[src/rtl/c8ie_pkg.sv]
// ----------------------------------------------------------------------------
// c8ie_pkg: shared types and constants
// Transfer structs, opcode codes, controller commands and the hex font.
// ----------------------------------------------------------------------------
`default_nettype none
package c8ie_pkg;

    localparam int ADDR_W        = 12;
    localparam int SCREEN_WIDTH  = 64;
    localparam int SCREEN_HEIGHT = 32;
    localparam int FRAME_PIXELS  = SCREEN_WIDTH * SCREEN_HEIGHT;
    localparam int ROW_W         = $clog2(SCREEN_HEIGHT);
    localparam int COL_W         = $clog2(SCREEN_WIDTH);
    localparam int DEF_STACK_DEPTH = 16;
    localparam int DEF_MEM_SIZE    = 4096;
    localparam logic [ADDR_W-1:0] PC_RESET = 12'h200;

    // actions
    localparam logic [1:0] ACT_EXEC  = 2'd0;
    localparam logic [1:0] ACT_WRITE = 2'd1;
    localparam logic [1:0] ACT_PIXEL = 2'd2;

    // opcode groups
    localparam logic [3:0] GRP_SYS    = 4'h0;
    localparam logic [3:0] GRP_JP     = 4'h1;
    localparam logic [3:0] GRP_CALL   = 4'h2;
    localparam logic [3:0] GRP_SEQ_NN = 4'h3;
    localparam logic [3:0] GRP_SNE_NN = 4'h4;
    localparam logic [3:0] GRP_SEQ    = 4'h5;
    localparam logic [3:0] GRP_LD     = 4'h6;
    localparam logic [3:0] GRP_ADD    = 4'h7;
    localparam logic [3:0] GRP_ALU    = 4'h8;
    localparam logic [3:0] GRP_SNE    = 4'h9;
    localparam logic [3:0] GRP_LDI    = 4'hA;
    localparam logic [3:0] GRP_JPV    = 4'hB;
    localparam logic [3:0] GRP_RND    = 4'hC;
    localparam logic [3:0] GRP_DRW    = 4'hD;

    localparam logic [ADDR_W-1:0] NNN_CLS = 12'h0E0;
    localparam logic [ADDR_W-1:0] NNN_RET = 12'h0EE;

    // 8XYn operations
    localparam logic [3:0] ALU_MOV  = 4'h0;
    localparam logic [3:0] ALU_OR   = 4'h1;
    localparam logic [3:0] ALU_AND  = 4'h2;
    localparam logic [3:0] ALU_XOR  = 4'h3;
    localparam logic [3:0] ALU_ADD  = 4'h4;
    localparam logic [3:0] ALU_SUB  = 4'h5;
    localparam logic [3:0] ALU_SHR  = 4'h6;
    localparam logic [3:0] ALU_SUBN = 4'h7;
    localparam logic [3:0] ALU_SHL  = 4'hE;

    localparam logic [3:0] FLAG_REG = 4'hF;

    typedef struct packed {
        logic [1:0]        action;
        logic [15:0]       instruction;
        logic [7:0]        random_byte;
        logic [ADDR_W-1:0] location;
        logic [7:0]        write_byte;
    } in_t;

    typedef struct packed {
        logic [ADDR_W-1:0] next_pc;
        logic [ADDR_W-1:0] index_value;
        logic [7:0]        flag_value;
        logic              pixel_value;
        logic              stack_fault;
    } out_t;

    typedef struct packed {
        logic init_step;   // reset sweep of memory and frame
        logic ld_in;       // capture input transfer
        logic rd_regs;     // registered reads of regs, stack, frame
        logic exec;        // perform the item
        logic fclr_step;   // clear one frame row
        logic dmod_step;   // reduce sprite address into memory range
        logic dfetch;      // read sprite byte and frame row
        logic dwrite;      // xor row back, next row
        logic out_load;    // load result register
    } cmd_t;

    typedef struct packed {
        logic init_done;
        logic fclr_done;
        logic is_clear;
        logic is_draw;
        logic mod_done;
        logic n_zero;
        logic rows_last;
        logic out_free;
    } stat_t;

    function automatic logic [7:0] font_byte(input logic [ADDR_W-1:0] a);
        logic [7:0] v;
        case (a)
            12'd0:  v = 8'hF0; 12'd1:  v = 8'h90; 12'd2:  v = 8'h90; 12'd3:  v = 8'h90;
            12'd4:  v = 8'hF0; 12'd5:  v = 8'h20; 12'd6:  v = 8'h60; 12'd7:  v = 8'h20;
            12'd8:  v = 8'h20; 12'd9:  v = 8'h70; 12'd10: v = 8'hF0; 12'd11: v = 8'h10;
            12'd12: v = 8'hF0; 12'd13: v = 8'h80; 12'd14: v = 8'hF0; 12'd15: v = 8'hF0;
            12'd16: v = 8'h10; 12'd17: v = 8'hF0; 12'd18: v = 8'h10; 12'd19: v = 8'hF0;
            12'd20: v = 8'h90; 12'd21: v = 8'h90; 12'd22: v = 8'hF0; 12'd23: v = 8'h10;
            12'd24: v = 8'h10; 12'd25: v = 8'hF0; 12'd26: v = 8'h80; 12'd27: v = 8'hF0;
            12'd28: v = 8'h10; 12'd29: v = 8'hF0; 12'd30: v = 8'hF0; 12'd31: v = 8'h80;
            12'd32: v = 8'hF0; 12'd33: v = 8'h90; 12'd34: v = 8'hF0; 12'd35: v = 8'hF0;
            12'd36: v = 8'h10; 12'd37: v = 8'h20; 12'd38: v = 8'h40; 12'd39: v = 8'h40;
            12'd40: v = 8'hF0; 12'd41: v = 8'h90; 12'd42: v = 8'hF0; 12'd43: v = 8'h90;
            12'd44: v = 8'hF0; 12'd45: v = 8'hF0; 12'd46: v = 8'h90; 12'd47: v = 8'hF0;
            12'd48: v = 8'h10; 12'd49: v = 8'hF0; 12'd50: v = 8'hF0; 12'd51: v = 8'h90;
            12'd52: v = 8'hF0; 12'd53: v = 8'h90; 12'd54: v = 8'h90; 12'd55: v = 8'hE0;
            12'd56: v = 8'h90; 12'd57: v = 8'hE0; 12'd58: v = 8'h90; 12'd59: v = 8'hE0;
            12'd60: v = 8'hF0; 12'd61: v = 8'h80; 12'd62: v = 8'h80; 12'd63: v = 8'h80;
            12'd64: v = 8'hF0; 12'd65: v = 8'hE0; 12'd66: v = 8'h90; 12'd67: v = 8'h90;
            12'd68: v = 8'h90; 12'd69: v = 8'hE0; 12'd70: v = 8'hF0; 12'd71: v = 8'h80;
            12'd72: v = 8'hF0; 12'd73: v = 8'h80; 12'd74: v = 8'hF0; 12'd75: v = 8'hF0;
            12'd76: v = 8'h80; 12'd77: v = 8'hF0; 12'd78: v = 8'h80; 12'd79: v = 8'h80;
            default: v = 8'h00;
        endcase
        return v;
    endfunction

endpackage
`default_nettype wire

[src/rtl/c8ie_ctrl.sv]
// ----------------------------------------------------------------------------
// c8ie_ctrl: sequencing state machine
// Steps each item through read, execute, clear/draw loops and result load.
// ----------------------------------------------------------------------------
`default_nettype none
module c8ie_ctrl (
    input  wire logic          clk,
    input  wire logic          rst_n,
    input  wire logic          in_valid,
    output logic               in_stall,
    input  c8ie_pkg::stat_t    st,
    output c8ie_pkg::cmd_t     cmd
);
    import c8ie_pkg::*;

    typedef enum logic [8:0] {
        S_INIT   = 9'b000000001,
        S_IDLE   = 9'b000000010,
        S_READ   = 9'b000000100,
        S_EXEC   = 9'b000001000,
        S_FCLR   = 9'b000010000,
        S_DMOD   = 9'b000100000,
        S_DFETCH = 9'b001000000,
        S_DWRITE = 9'b010000000,
        S_OUT    = 9'b100000000
    } state_t;

    state_t state_reg, state_next;

    always_comb
    begin
        state_next = state_reg;
        cmd        = '0;
        case (state_reg)
            S_INIT:
            begin
                cmd.init_step = 1'b1;
                if (st.init_done)
                    state_next = S_IDLE;
            end
            S_IDLE:
            begin
                if (in_valid)
                begin
                    cmd.ld_in  = 1'b1;
                    state_next = S_READ;
                end
            end
            S_READ:
            begin
                cmd.rd_regs = 1'b1;
                state_next  = S_EXEC;
            end
            S_EXEC:
            begin
                cmd.exec = 1'b1;
                if (st.is_clear)
                    state_next = S_FCLR;
                else if (st.is_draw)
                    state_next = S_DMOD;
                else
                    state_next = S_OUT;
            end
            S_FCLR:
            begin
                cmd.fclr_step = 1'b1;
                if (st.fclr_done)
                    state_next = S_OUT;
            end
            S_DMOD:
            begin
                if (st.mod_done)
                    state_next = st.n_zero ? S_OUT : S_DFETCH;
                else
                    cmd.dmod_step = 1'b1;
            end
            S_DFETCH:
            begin
                cmd.dfetch = 1'b1;
                state_next = S_DWRITE;
            end
            S_DWRITE:
            begin
                cmd.dwrite = 1'b1;
                state_next = st.rows_last ? S_OUT : S_DFETCH;
            end
            S_OUT:
            begin
                if (st.out_free)
                begin
                    cmd.out_load = 1'b1;
                    state_next   = S_IDLE;
                end
            end
            default: state_next = S_INIT;
        endcase
    end

    always_ff @(posedge clk or negedge rst_n)
    begin
        if (!rst_n)
            state_reg <= S_INIT;
        else
            state_reg <= state_next;
    end

    assign in_stall = (state_reg != S_IDLE);

    a_one_cmd: assert property (@(posedge clk) disable iff (!rst_n)
        $countones(cmd) <= 1)
        else $error("more than one command at once");
    a_accept_idle: assert property (@(posedge clk) disable iff (!rst_n)
        cmd.ld_in |=> state_reg == S_READ)
        else $error("accept did not start a read");
    a_draw_path: assert property (@(posedge clk) disable iff (!rst_n)
        cmd.dfetch |=> cmd.dwrite)
        else $error("fetch not followed by write-back");

endmodule
`default_nettype wire

[config.mk]
export PLATFORM = sky130hd
export DESIGN_NAME = c8ie_ctrl
export DESIGN_NICKNAME = d
export VERILOG_FILES = /design/src/rtl/c8ie_pkg.sv /design/src/rtl/c8ie_ctrl.sv
export SDC_FILE = /design/constraint.sdc
export NUM_CORES = 1
export LEC_CHECK = 0
export BUFFER_PORTS_ARGS = -buffer_cell sky130_fd_sc_hd__buf_4
export CAP_MARGIN = 30
export CORE_UTILIZATION = 44
export DETAILED_ROUTE_END_ITERATION = 6
export PLACE_DENSITY = 0.74
export SYNTH_ARGS = -nofsm -noshare
export SYNTH_HDL_FRONTEND = slang
export SYNTH_SLANG_ARGS = --single-unit
export TNS_END_PERCENT = 50
[constraint.sdc]
create_clock -name clk -period 2.1 [get_ports clk]
set_clock_uncertainty 0.1 [all_clocks]
set_input_delay 0 -clock clk [delete_from_list [all_inputs] [get_ports clk]]
set_output_delay 0 -clock clk [all_outputs]
set_load 0.005 [all_outputs]
# Word-level counts from Yosys, hierarchy flattened
# Cells that the tools add are included.
# word_totals
register_bits	9
latch_bits	0
ram_bits	0
rom_bits	0
in_bits	11
output_inout_bits	10
n_memories	0
# classes
addsub	0
mul	0
div	0
n_lt_le_gt_ge	0
eq_ne	15
shifts	0
muxes	22
bitwise	0
reduce_logical	1
# op_table
op	n
$mux 9	9
$pmux 9 s9	1
$mux 1	12
$ne 2x2->1 const B	5
$eq 9x1->1 const B	1
$eq 9x2->1 const B	1
$eq 9x3->1 const B	1
$eq 9x4->1 const B	1
$eq 9x5->1 const B	1
$eq 9x6->1 const B	1
$eq 9x7->1 const B	1
$eq 9x8->1 const B	1
$eq 9x9->1 const B	1
$ne 9x2->1 const B	1
$reduce_and 5->1	1

# Depth between registers and ports, before layout
# Gate-level depths: netlist of run 1.
# logic_depth
depth_word	3
ltp_mapped	6

# Worst setup path before layout of run 1
# OpenSTA, ideal clock, no wires.
# synth_timing
path_type	register to register
from	register state_reg[3]
to	register state_reg[1]
setup_time_ns	0.080
arrival_time_ns	1.824
t_required_ns	1.920
path_slack_ns	0.096
path_stages_with_launch	5
synth_period_minus_slack_ns	2.004
cell_sequence	dfrtp_1 > or4_4 > or2_4 > or4b_4 > o22ai_2
# synth_via
elab_chain_cells	3
word_cells_on_any_way	16
cone_classes	eq/ne: 14; mux: 1; reduce/logical: 1
# synth_rtl
element	line_no	text
start: declaration	c8ie_ctrl.sv:28	state_t state_reg, state_next;
start signal: assignment	c8ie_ctrl.sv:104	state_reg <= state_next;
$eq 9x1->1, or another cell as far along	c8ie_ctrl.sv:34	case (state_reg)
$ne 2x2->1 (no line)	--	
$reduce_and 5->1 (no line)	--	
# Parallel ways exist; a longest one is shown, timed or not.
# A chain may end at the register's enable or synchronous reset.

==> results by group, run 1 <==
Yosys
  – Post-synth EDFFs: 0
  – Mapped Area: 690.7 sq um
  – Post-synthesis sequential area ratio: 32.79%
  – Adder-Cell Fraction of Synth Area: 0%
  – FF+latch count, synth: 9
  – Async S/R FF share, synth: 100.0%
  – Post-synthesis average cell area: 9.209 sq um
  – Post-synthesis mux area share: 0%
  – Synth Area in Compound Gates: approximately a fifth
  – Simple-gate portion of the synthesized area: about two fifths
  – Largest family of logic cells by synthesized area: simple AND/OR/NAND/NOR gates
  – Distinct cell type count after synthesis: 37
  – Count leader, synth: dfrtp_1
  – Synth top area share: 28.99%
  – Commonest cells post-synth: dfrtp_1, nor2_1, nor4_1, inv_1, or2_1
  – Main area contributors after synthesis: dfrtp_1, nor4_1, dfstp_2
  – Post-synth top area cell: dfrtp_1
  – Warnings from Yosys: 0
  – Ys flop type: dfrtp_1
  – Syn Inst Count: 75
  – Xor/xnor share of the synthesized area: 2.536%
  – Syn_nets: 86

Critical path
  – Worst Path Arrival: about 2.2 ns
  – Crit-path max FO: 4
  – Delay-heaviest family, CP: simple AND/OR/NAND/NOR gates
  – Slowest cell delay on critical path: between 0.5 and 0.6 ns
  – Crit-path slowest cell: or4_4
  – Reg2Reg Launch Point: state_reg[3]$_DFFE_PN0P_
  – Cell-by-cell trace of the critical path: or4_4 -> or2_4 -> or4b_4 -> nor2_2 -> buf_4
  – CP Capture Type: output pin
  – Setup CP Type: register to output pin
  – Worst R2R Path Depth: 5
  – Worst setup SP type: register
  – Worst path buffer plus inverter count: 1
  – RR Endpoint: state_reg[1]$_DFFE_PN0P_
  – Critical Path RT: 2.00 ns
  – FF-to-FF setup slack: -0.08 ns

Clock network
  – CTS sink count: 9
  – CTS H-tree lvls: 1
  – CTS Buffer Depth: 2
  – Clk slew on worst S/H paths: 0.07 ns
  – Clock latency on the worst-skew pair: 0.27 ns
  – CTS Buf Count: 3
  – Root buf cell: clkbuf_4
  – CTS tree: yes

Timing
  – Final Critical Period: 2.280 ns
  – RSZ-0062 raised after global routing: true
  – Final WS setup: -0.1804 ns
  – Final hold slack: slightly below 0.3 ns
  – Fmax: 0.4385 GHz
  – Final max-slew violation count: 0
  – Hold Violations, Final: 0
  – Worst-Margin Slew: 0.5001 ns
  – Tcrit/Tclk final: 108.6%
  – Slew headroom: 66.36%
  – Final setup fails: 3

Power and ir drop
  – Leak Pwr: 0.0005348 uW
  – VDD IR max: about 600 uV
  – Power density over the cells: 772.8 nW/um^2
  – Power after layout: about 840 uW

Routing
  – Detailed router's first-iteration violation count: 16
  – Pre-antenna DRT Iters: 4
  – Remaining DRCs: 0
  – Vias: 761
  – Final wirelength: 2014 microns
  – Routed Antenna Nets: 0
  – WL/cell: 15.49 microns
  – Vias per cell: approximately 5.9

GRT
  – First-pass GRT wire length: around 3200 microns
  – Total track usage: roughly 24%
  – Vias in the first global route: 699
  – Largest net degree at the start of global routing: 11
  – Initial antenna violation count: 0
  – Remaining global-route overflow: 0

Worst hold path
  – Hold Path End: state_reg[8]$_DFFE_PN0P_
  – Min-delay worst type: input port to register
  – WHS Path Cells: 5
  – Hold path start: st[7]

Finish
  – Post-layout util: between 70% and 80%
  – Filler instances: 89
  – N_diodes: 0
  – Max reg flops: 9
  – Fin area: 1089 sq um
  – Area Overhead vs Synth: 57.61%
  – Share of cells above drive strength 1: 42.61%
  – Final cell count without fillers: 130
  – Final #Nets: 127

Status
  – Failing checks: setup timing
  – Outcome: finished with violations

Die
  – Core area: approximately 1400 sq um
  – Die area: about 1700 sq um
  – Overall die height: roughly 42 microns
  – Row Count: 13
  – Top-level I/O count: 21
  – Die W: 41.62 microns
  – Starting density of the core: 49.95%

Placed design
  – # port buffers: 20
  – Gpl congestion: 0.9028
  – Final HPWL DP: about 1300 microns
  – Post-DP Area: 882.1 sq um
  – Placed cells: 111

Run
  – Max-Cap Viols: 0
-- worst max path at each step --
| stage | to | from | cells after the start | slack (ns) |
|---|---|---|---|---|
| after global routing | cmd[7] | state_reg[3]$_DFFE_PN0P_ | 5 | -0.22 |
| final | cmd[7] | state_reg[3]$_DFFE_PN0P_ | 5 | -0.18 |
| after detailed placement | state_reg[1]$_DFFE_PN0P_ | state_reg[3]$_DFFE_PN0P_ | 4 | 0.05 |
| after CTS | cmd[7] | state_reg[3]$_DFFE_PN0P_ | 5 | -0.18 |
| after global placement | state_reg[1]$_DFFE_PN0P_ | state_reg[3]$_DFFE_PN0P_ | 4 | 0.05 |
| after floorplan | state_reg[1]$_DFFE_PN0P_ | state_reg[3]$_DFFE_PN0P_ | 4 | 0.1 |
-- logic make-up (layout without fill, tap and decap cells) --
family,after synthesis,count (layout)
AOI/OAI and AO/OA,15,15
xor gates and xnor gates,2,2
buffers and inverters,9,49
DFF,9,9
and+or+nand+nor,40,40
-- worst reg2reg max path, cell delays in order (launching register included) --
cell	delay, ns
dfrtp_1	0.41
or4_4	0.55
or2_4	0.25
or4b_4	0.51
buf_4	0.16
o22ai_2	0.13
-- layout make-up --
| class | instances | area [sq um] | area share [%] |
|---|---|---|---|
| Multi-Input combinational cell | 57 | 460.4 | 42.30 |
| Timing Repair Buffer | 41 | 340.3 | 31.26 |
| Sequential cell | 9 | 227.7 | 20.92 |
| Clock buffer | 4 | 26.28 | 2.414 |
| Tap cell | 15 | 18.77 | 1.724 |
| Inverter | 4 | 15.01 | 1.379 |
-- metrics by stage --
stage | TNS (ns) | setup slack [ns]
after global routing | -0.5560 | -0.2199
after global placement | 0 | 0.04735
after floorplan | 0 | 0.09598
final | -0.3999 | -0.1804
after detailed placement | 0 | 0.05352
after CTS | -0.3460 | -0.1773
-- layer usage --
metal	wire length (microns)	GRT usage (%)	part of all wire, %
met5	0	0	0
met4	6	5.806	0.30
met3	140	3.913	7.0
met2	974	40.31	48
met1	892	32.79	44
-- power by group --
part           leakage [uW]  switching [uW]  internal, uW
clock network     0.0000150            68.8          73.3
logic              0.000401             192           257
registers          0.000119            39.3           210
-- cells in the final DEF (no fill, tap or decap), types with 2 or more instances in the layout --
master	instances
buf_4	29
dlygate4sd3_1	11
dfrtp_1	7
nor2_1	6
nor4_1	5
or2_1	4
inv_1	4
nand2b_1	3
clkbuf_4	3
or4_4	2
nor3_2	2
or4b_1	2
nor3b_1	2
or4b_2	2
or4bb_1	2
o211ai_1	2
a21oi_1	2
-- what timing repair did --
item                       CTS  global route
hold endpoints to repair    15             0
setup endpoints to repair    4             8
hold buffers                11             0
buffers inserted             3             1
gates resized for setup      2             6
gates cloned                 0             0
Power figures use the tool's default switching activity.
==> inputs of run 2 (changes only) <==
--- a/config.mk
+++ b/config.mk
@@ -5,7 +5,7 @@
 export SDC_FILE = /design/constraint.sdc
 export NUM_CORES = 1
 export LEC_CHECK = 0
-export BUFFER_PORTS_ARGS = -buffer_cell sky130_fd_sc_hd__buf_4
+export BUFFER_PORTS_ARGS = -buffer_cell sky130_fd_sc_hd__buf_2
 export CAP_MARGIN = 30
 export CORE_UTILIZATION = 44
 export DETAILED_ROUTE_END_ITERATION = 6
==> run 2 against run 1 <==
The flow still finishes with violations (setup timing); register-to-register slack better by 0.03 ns; sequential cell count stayed put; non-clock buffer count shrank 1; global-route usage down 0.84 points; via count is 3.2% lower; critical path type unchanged; highest routed layer unchanged.
==> results by group, run 2 (synthesis gave the netlist of run 1 again) <==
Status
  – Outcome: finished with violations
  – Failing checks: setup timing

Placed design
  – # port buffers: 20 (unchanged)
  – Final HPWL DP: 1249 microns (-4.3%)
  – Gpl congestion: 0.8640 (-4.3%)
  – Dpl ws: 0.06627 ns (+0.01275 ns)

Die
  – Top-level I/O count: 21 (unchanged)
  – Overall die height: 41.62 microns (unchanged)
  – Row Count: 13 (unchanged)
  – Core area: 1383 sq um (unchanged)
  – Die area: 1732 sq um (unchanged)
  – Die W: 41.62 microns (unchanged)
  – Starting density of the core: 49.95% (unchanged)

Routing
  – Vias: 737 (-3.2%)
  – Remaining DRCs: 0 (unchanged)
  – Vias per cell: 5.713 (-2.4%)
  – Routed Antenna Nets: 0 (unchanged)
  – Detailed router's first-iteration violation count: 16 (unchanged)
  – WL/cell: 15.19 microns (-2.0%)
  – Pre-antenna DRT Iters: 4 (unchanged)
  – Final wirelength: 1959 microns (-2.7%)

Critical path
  – Setup CP Type: register to output pin
  – Worst setup SP type: register
  – Slowest cell delay on critical path: 0.53 ns (-0.02 ns)
  – CP Capture Type: output pin
  – Cell-by-cell trace of the critical path: or4_4 -> or2_4 -> or4b_4 -> nor2_2 -> buf_2
  – Critical Path RT: 2.00 ns (about the same)
  – Crit-path max FO: 3 (-1)
  – Worst R2R Path Depth: 5 (unchanged)
  – Crit-path slowest cell: or4_4
  – Worst Path Arrival: 2.16 ns (-0.02 ns)

Clock network
  – Root buf cell: clkbuf_4
  – CTS sink count: 9 (unchanged)
  – CTS tree: yes
  – CTS Buf Count: 3 (unchanged)
  – CTS H-tree lvls: 1 (unchanged)
  – Clk slew on worst S/H paths: 0.07 ns (about the same)
  – Clock latency on the worst-skew pair: 0.27 ns (about the same)
  – CTS Buffer Depth: 2 (unchanged)

Finish
  – Max reg flops: 9 (unchanged)
  – Highest-count cells in the layout ignoring fill and taps: buf_2, buf_4, dlygate4sd3_1, dfrtp_1, nor2_1
  – Final #Nets: 126 (-0.79%)
  – Multi-input logic area: 471.7 sq um (+2.4%)
  – Area Overhead vs Synth: 50.91%
  – Most common cell after layout, fill and taps aside: buf_2
  – N_diodes: 0 (unchanged)
  – Share of cells above drive strength 1: 45.61% (+3.0 points)
  – Filler instances: 96 (+7.9%)
  – Register Area: 227.7 sq um (unchanged)
  – Post-layout util: 75.38% (-3.3 points)

Timing
  – Tcrit/Tclk final: 107.5% (-1.1 points)
  – Final Critical Period: 2.258 ns (-0.02264 ns)
  – Fin Setup TNS: -0.2929 ns (+0.1070 ns)
  – Final WS setup: -0.1578 ns (+0.02264 ns)
  – RSZ-0062 raised after global routing: true
  – Fmax: 0.4429 GHz (+1.0%)
  – Hold Violations, Final: 0 (unchanged)
  – Final max-slew violation count: 0 (unchanged)
  – Slew headroom: 60.78% (-5.6 points)
  – Final hold slack: 0.01470 ns (-0.2795 ns)
  – Final setup fails: 3 (unchanged)
  – Worst-Margin Slew: 0.5830 ns (+0.08290 ns)

GRT
  – Total track usage: 23.43% (-0.84 points)
  – Initial antenna violation count: 0 (unchanged)
  – Largest net degree at the start of global routing: 11 (unchanged)
  – Remaining global-route overflow: 0 (unchanged)
  – First-pass GRT wire length: 3153 microns (-2.1%)
  – Vias in the first global route: 686 (-1.9%)

Worst hold path
  – Min-delay worst type: input port to async pin

Power and ir drop
  – Power density over the cells: 796.8 nW/um^2 (+3.1%)
  – VDD IR max: 531.3 uV (-11%)
  – Leak Pwr: 0.0005179 uW (-3.2%)

Run
  – Max-Cap Viols: 0 (unchanged)
[run 2: per-stage QoR]
stage	total power (uW)	cells	area, sq um
6_report	830.5	129	1042
4_1_cts	786.0	127	992.2
5_1_grt	879.4	129	1042
3_3_place_gp	590.1	110	824.5
3_5_place_dp	592.5	110	824.5
2_1_floorplan	496.5	75	690.7
[run 2: area by class of cell]
type                       count  share of cell area (%)
multi-input combinational     57                   45.26
sequential                     9                   21.85
tap                           15                   1.801
timing repair buffer          40                   27.13
inverter                       4                   1.441
clock buffer                   4                   2.521
[run 2: power breakdown]
| group | switching, uW | leakage [uW] | internal [uW] | total, uW |
|---|---|---|---|---|
| Sequential | 47.5 | 0.000119 | 210 | 258 |
| Clock | 71.9 | 0.0000150 | 73.4 | 145 |
| Combinational | 189 | 0.000384 | 238 | 428 |
[run 2: worst paths after layout]
check | to | startpoint | slack [ns]
hold reg to reg | state_reg[0]$_DFFE_PN1P_ | state_reg[0]$_DFFE_PN1P_ | 0.54
setup / recovery | cmd[7] | state_reg[7]$_DFFE_PN0P_ | -0.16
min in group clk | state_reg[1]$_DFFE_PN0P_ | st[7] | 0.26
max in group asynchronous | state_reg[0]$_DFFE_PN1P_ | rst_n | 1.63
hold / removal | state_reg[5]$_DFFE_PN0P_ | rst_n | 0.01
setup reg to reg | state_reg[1]$_DFFE_PN0P_ | state_reg[7]$_DFFE_PN0P_ | -0.05
[run 2: repair_timing]
item	in CTS	in global routing
endpoints found under the setup margin	4	11
hold buffers	9	0
pin swaps	2	1
resized for setup	4	8
buffers inserted	4	2
hold endpoints to repair	15	0
[run 2: metal layers]
layer	vias to the layer above	share of wire (%)	GRT usage, %
li1	370	-	-
met1	345	47	33.33
met2	20	48	34.69
met3	2	4.2	4.348
met4	0	0.87	9.677
met5	-	0	0
[run 2: worst max-delay path: cells and delay by family, from the launching register on]
family | cells | cell delay [ns]
AND/OR/NAND/NOR | 4 | 1.38
buffers and inverters | 1 | 0.11
flip-flops | 1 | 0.39
==> inputs of run 3 (changes only) <==
--- a/config.mk
+++ b/config.mk
@@ -5,11 +5,12 @@
 export SDC_FILE = /design/constraint.sdc
 export NUM_CORES = 1
 export LEC_CHECK = 0
-export BUFFER_PORTS_ARGS = -buffer_cell sky130_fd_sc_hd__buf_2
 export CAP_MARGIN = 30
-export CORE_UTILIZATION = 44
+export CORE_UTILIZATION = 53
+export CTS_CLUSTER_SIZE = 12
 export DETAILED_ROUTE_END_ITERATION = 6
-export PLACE_DENSITY = 0.74
+export DONT_BUFFER_PORTS = 1
+export PLACE_DENSITY = 0.72
 export SYNTH_ARGS = -nofsm -noshare
 export SYNTH_HDL_FRONTEND = slang
 export SYNTH_SLANG_ARGS = --single-unit
==> run 3 against run 2 <==
The flow finishes with violations (hold timing, setup timing); maximum frequency is 2.2% higher; first-iteration DRC count is 38% lower; register-to-register slack improved by 0.09 ns; clock power about the same; setup slack better by 0.048 ns; wire length shrank 9.9%; final area down 12%; utilization rose by 4.1 points; sequential power decreased by 3%.
==> results by group, run 3 (synthesis gave the netlist of run 1 again) <==
Timing
  – Slew headroom: 68.47% (+7.7 points)
  – Final setup fails: 2 (-1)
  – Hold Violations, Final: 4 (+4)
  – Final max-slew violation count: 0 (unchanged)
  – Final Critical Period: 2.210 ns (-0.04781 ns)
  – RSZ-0062 raised after global routing: true
  – Final hold slack: -0.003414 ns (-0.01811 ns)
  – Tcrit/Tclk final: 105.2% (-2.3 points)
  – Fmax: 0.4525 GHz (+2.2%)
  – Worst-Margin Slew: 0.4687 ns (-0.1143 ns)
  – Final WS setup: -0.1099 ns (+0.04781 ns)

Finish
  – Final #Nets: 105 (-17%)
  – Filler instances: 83 (-14%)
  – Share of cells above drive strength 1: 30.11% (-16 points)
  – Highest-count cells in the layout ignoring fill and taps: dlygate4sd3_1, buf_4, dfrtp_1, nor2_1, nor4_1
  – Max reg flops: 9 (unchanged)
  – Area Overhead vs Synth: 32.97%
  – Post-layout util: 79.44% (+4.1 points)
  – Final cell count without fillers: 107 (-17%)
  – Register Area: 227.7 sq um (unchanged)
  – Multi-input logic area: 462.9 sq um (-1.9%)
  – N_diodes: 0 (unchanged)

Critical path
  – Worst setup SP type: register
  – Setup CP Type: register to output pin
  – Critical Path RT: 2.00 ns (about the same)
  – CP Capture Type: output pin
  – Crit-path max FO: 4 (+1)
  – Worst Path Arrival: 2.11 ns (-0.05 ns)

Die
  – Top-level I/O count: 21 (unchanged)
  – Row Count: 12 (-1)
  – Core area: 1156 sq um (-16%)
  – Starting density of the core: 59.74% (+9.8 points)
  – Overall die height: 38.10 microns (-8.5%)
  – Die W: 38.10 microns (-8.5%)
  – Die area: 1452 sq um (-16%)

Clock network
  – Clk slew on worst S/H paths: 0.07 ns (about the same)
  – CTS Buf Count: 3 (unchanged)
  – Root buf cell: clkbuf_4
  – CTS Buffer Depth: 2 (unchanged)
  – CTS H-tree lvls: 1 (unchanged)
  – Clock latency on the worst-skew pair: 0.28 ns (about the same)
  – CTS sink count: 9 (unchanged)
  – CTS tree: yes

Routing
  – Detailed router's first-iteration violation count: 10 (-6)
  – Routed Antenna Nets: 0 (unchanged)
  – Vias: 663 (-10%)
  – Vias per cell: 6.196 (+8.5%)
  – Pre-antenna DRT Iters: 4 (unchanged)
  – Remaining DRCs: 0 (unchanged)
  – Final wirelength: 1765 microns (-9.9%)
  – WL/cell: 16.50 microns (+8.6%)

Placed design
  – # port buffers: 0 (-100%)
  – Placed cells: 93 (-15%)
  – Gpl congestion: 0.7834 (-9.3%)
  – Final HPWL DP: 1171 microns (-6.2%)

GRT
  – Remaining global-route overflow: 0 (unchanged)
  – Initial antenna violation count: 0 (unchanged)
  – Vias in the first global route: 643 (-6.3%)
  – Total track usage: 29.95% (+6.5 points)
  – First-pass GRT wire length: 2842 microns (-9.9%)
  – Largest net degree at the start of global routing: 10 (-1)

Status
  – Outcome: finished with violations
  – Failing checks: hold timing, setup timing

Power and ir drop
  – Power after layout: 789.8 uW (-4.9%)
  – Leak Pwr: 0.0004089 uW (-21%)
  – Power density over the cells: 860.0 nW/um^2 (+7.9%)
  – VDD IR max: 549.7 uV (+3.5%)

Run
  – Max-Cap Viols: 0 (unchanged)

Worst hold path
  – Min-delay worst type: input port to async pin
-- run 3: layer usage --
metal / routed length, microns / global-route usage (%) / vias to the layer above / part of all wire (%)
met5: 0 / 0 / - / 0
met4: 30 / 13.39 / 0 / 1.7
met3: 127 / 5.233 / 4 / 7.2
met2: 820 / 50.00 / 32 / 46
met1: 786 / 37.31 / 301 / 45
li1: - / - / 326 / -
-- run 3: metrics by stage --
step                      setup TNS, ns  hold WS, ns  cell area (sq um)  worst slack (ns)
after floorplan                       0      -0.3956              690.7           0.09598
after global placement                0      -0.3954              753.2           0.07199
after detailed placement              0      -0.3954              753.2           0.06242
after CTS                       -0.1050     0.006386              894.6           -0.1050
after global routing            -0.2435      0.01983              918.4           -0.1569
final                           -0.1163    -0.003414              918.4           -0.1099
-- run 3: worst paths after layout --
kind	slack, ns	depth (start not counted)	from	endpoint
hold / removal	-0.003	1	rst_n	state_reg[5]$_DFFE_PN0P_
hold reg to reg	0.50	2	state_reg[7]$_DFFE_PN0P_	state_reg[7]$_DFFE_PN0P_
setup / recovery	-0.11	4	state_reg[6]$_DFFE_PN0P_	cmd[7]
setup reg to reg	0.04	4	state_reg[6]$_DFFE_PN0P_	state_reg[1]$_DFFE_PN0P_
min in group clk	0.02	1	st[0]	cmd[0]
max in group asynchronous	1.56	1	rst_n	state_reg[0]$_DFFE_PN1P_
-- run 3: repair_timing --
| item | in CTS | in global routing |
|---|---|---|
| resized for setup | 4 | 5 |
| hold buffers | 9 | 0 |
| setup endpoints to repair | 4 | 6 |
| hold endpoints to repair | 15 | 0 |
| buffers inserted | 1 | 0 |
-- run 3: critical path: stages (launching register included) --
cell and delay (ns):
dfrtp_1 0.43, or4_4 0.51, or2_4 0.26, or4b_4 0.53, nor2_4 0.10
-- run 3: report_power, final --
| part | internal (uW) | switching [uW] |
|---|---|---|
| sequential | 210 | 40.4 |
| clock | 73.8 | 71.9 |
| combinational | 208 | 186 |
-- run 3: area by class of cell --
| type | count | area share (%) |
|---|---|---|
| Clock buffer | 4 | 2.861 |
| Inverter | 4 | 1.635 |
| Multi-Input combinational cell | 57 | 50.41 |
| Sequential cell | 9 | 24.80 |
| Tap cell | 14 | 1.907 |
| Timing Repair Buffer | 19 | 18.39 |
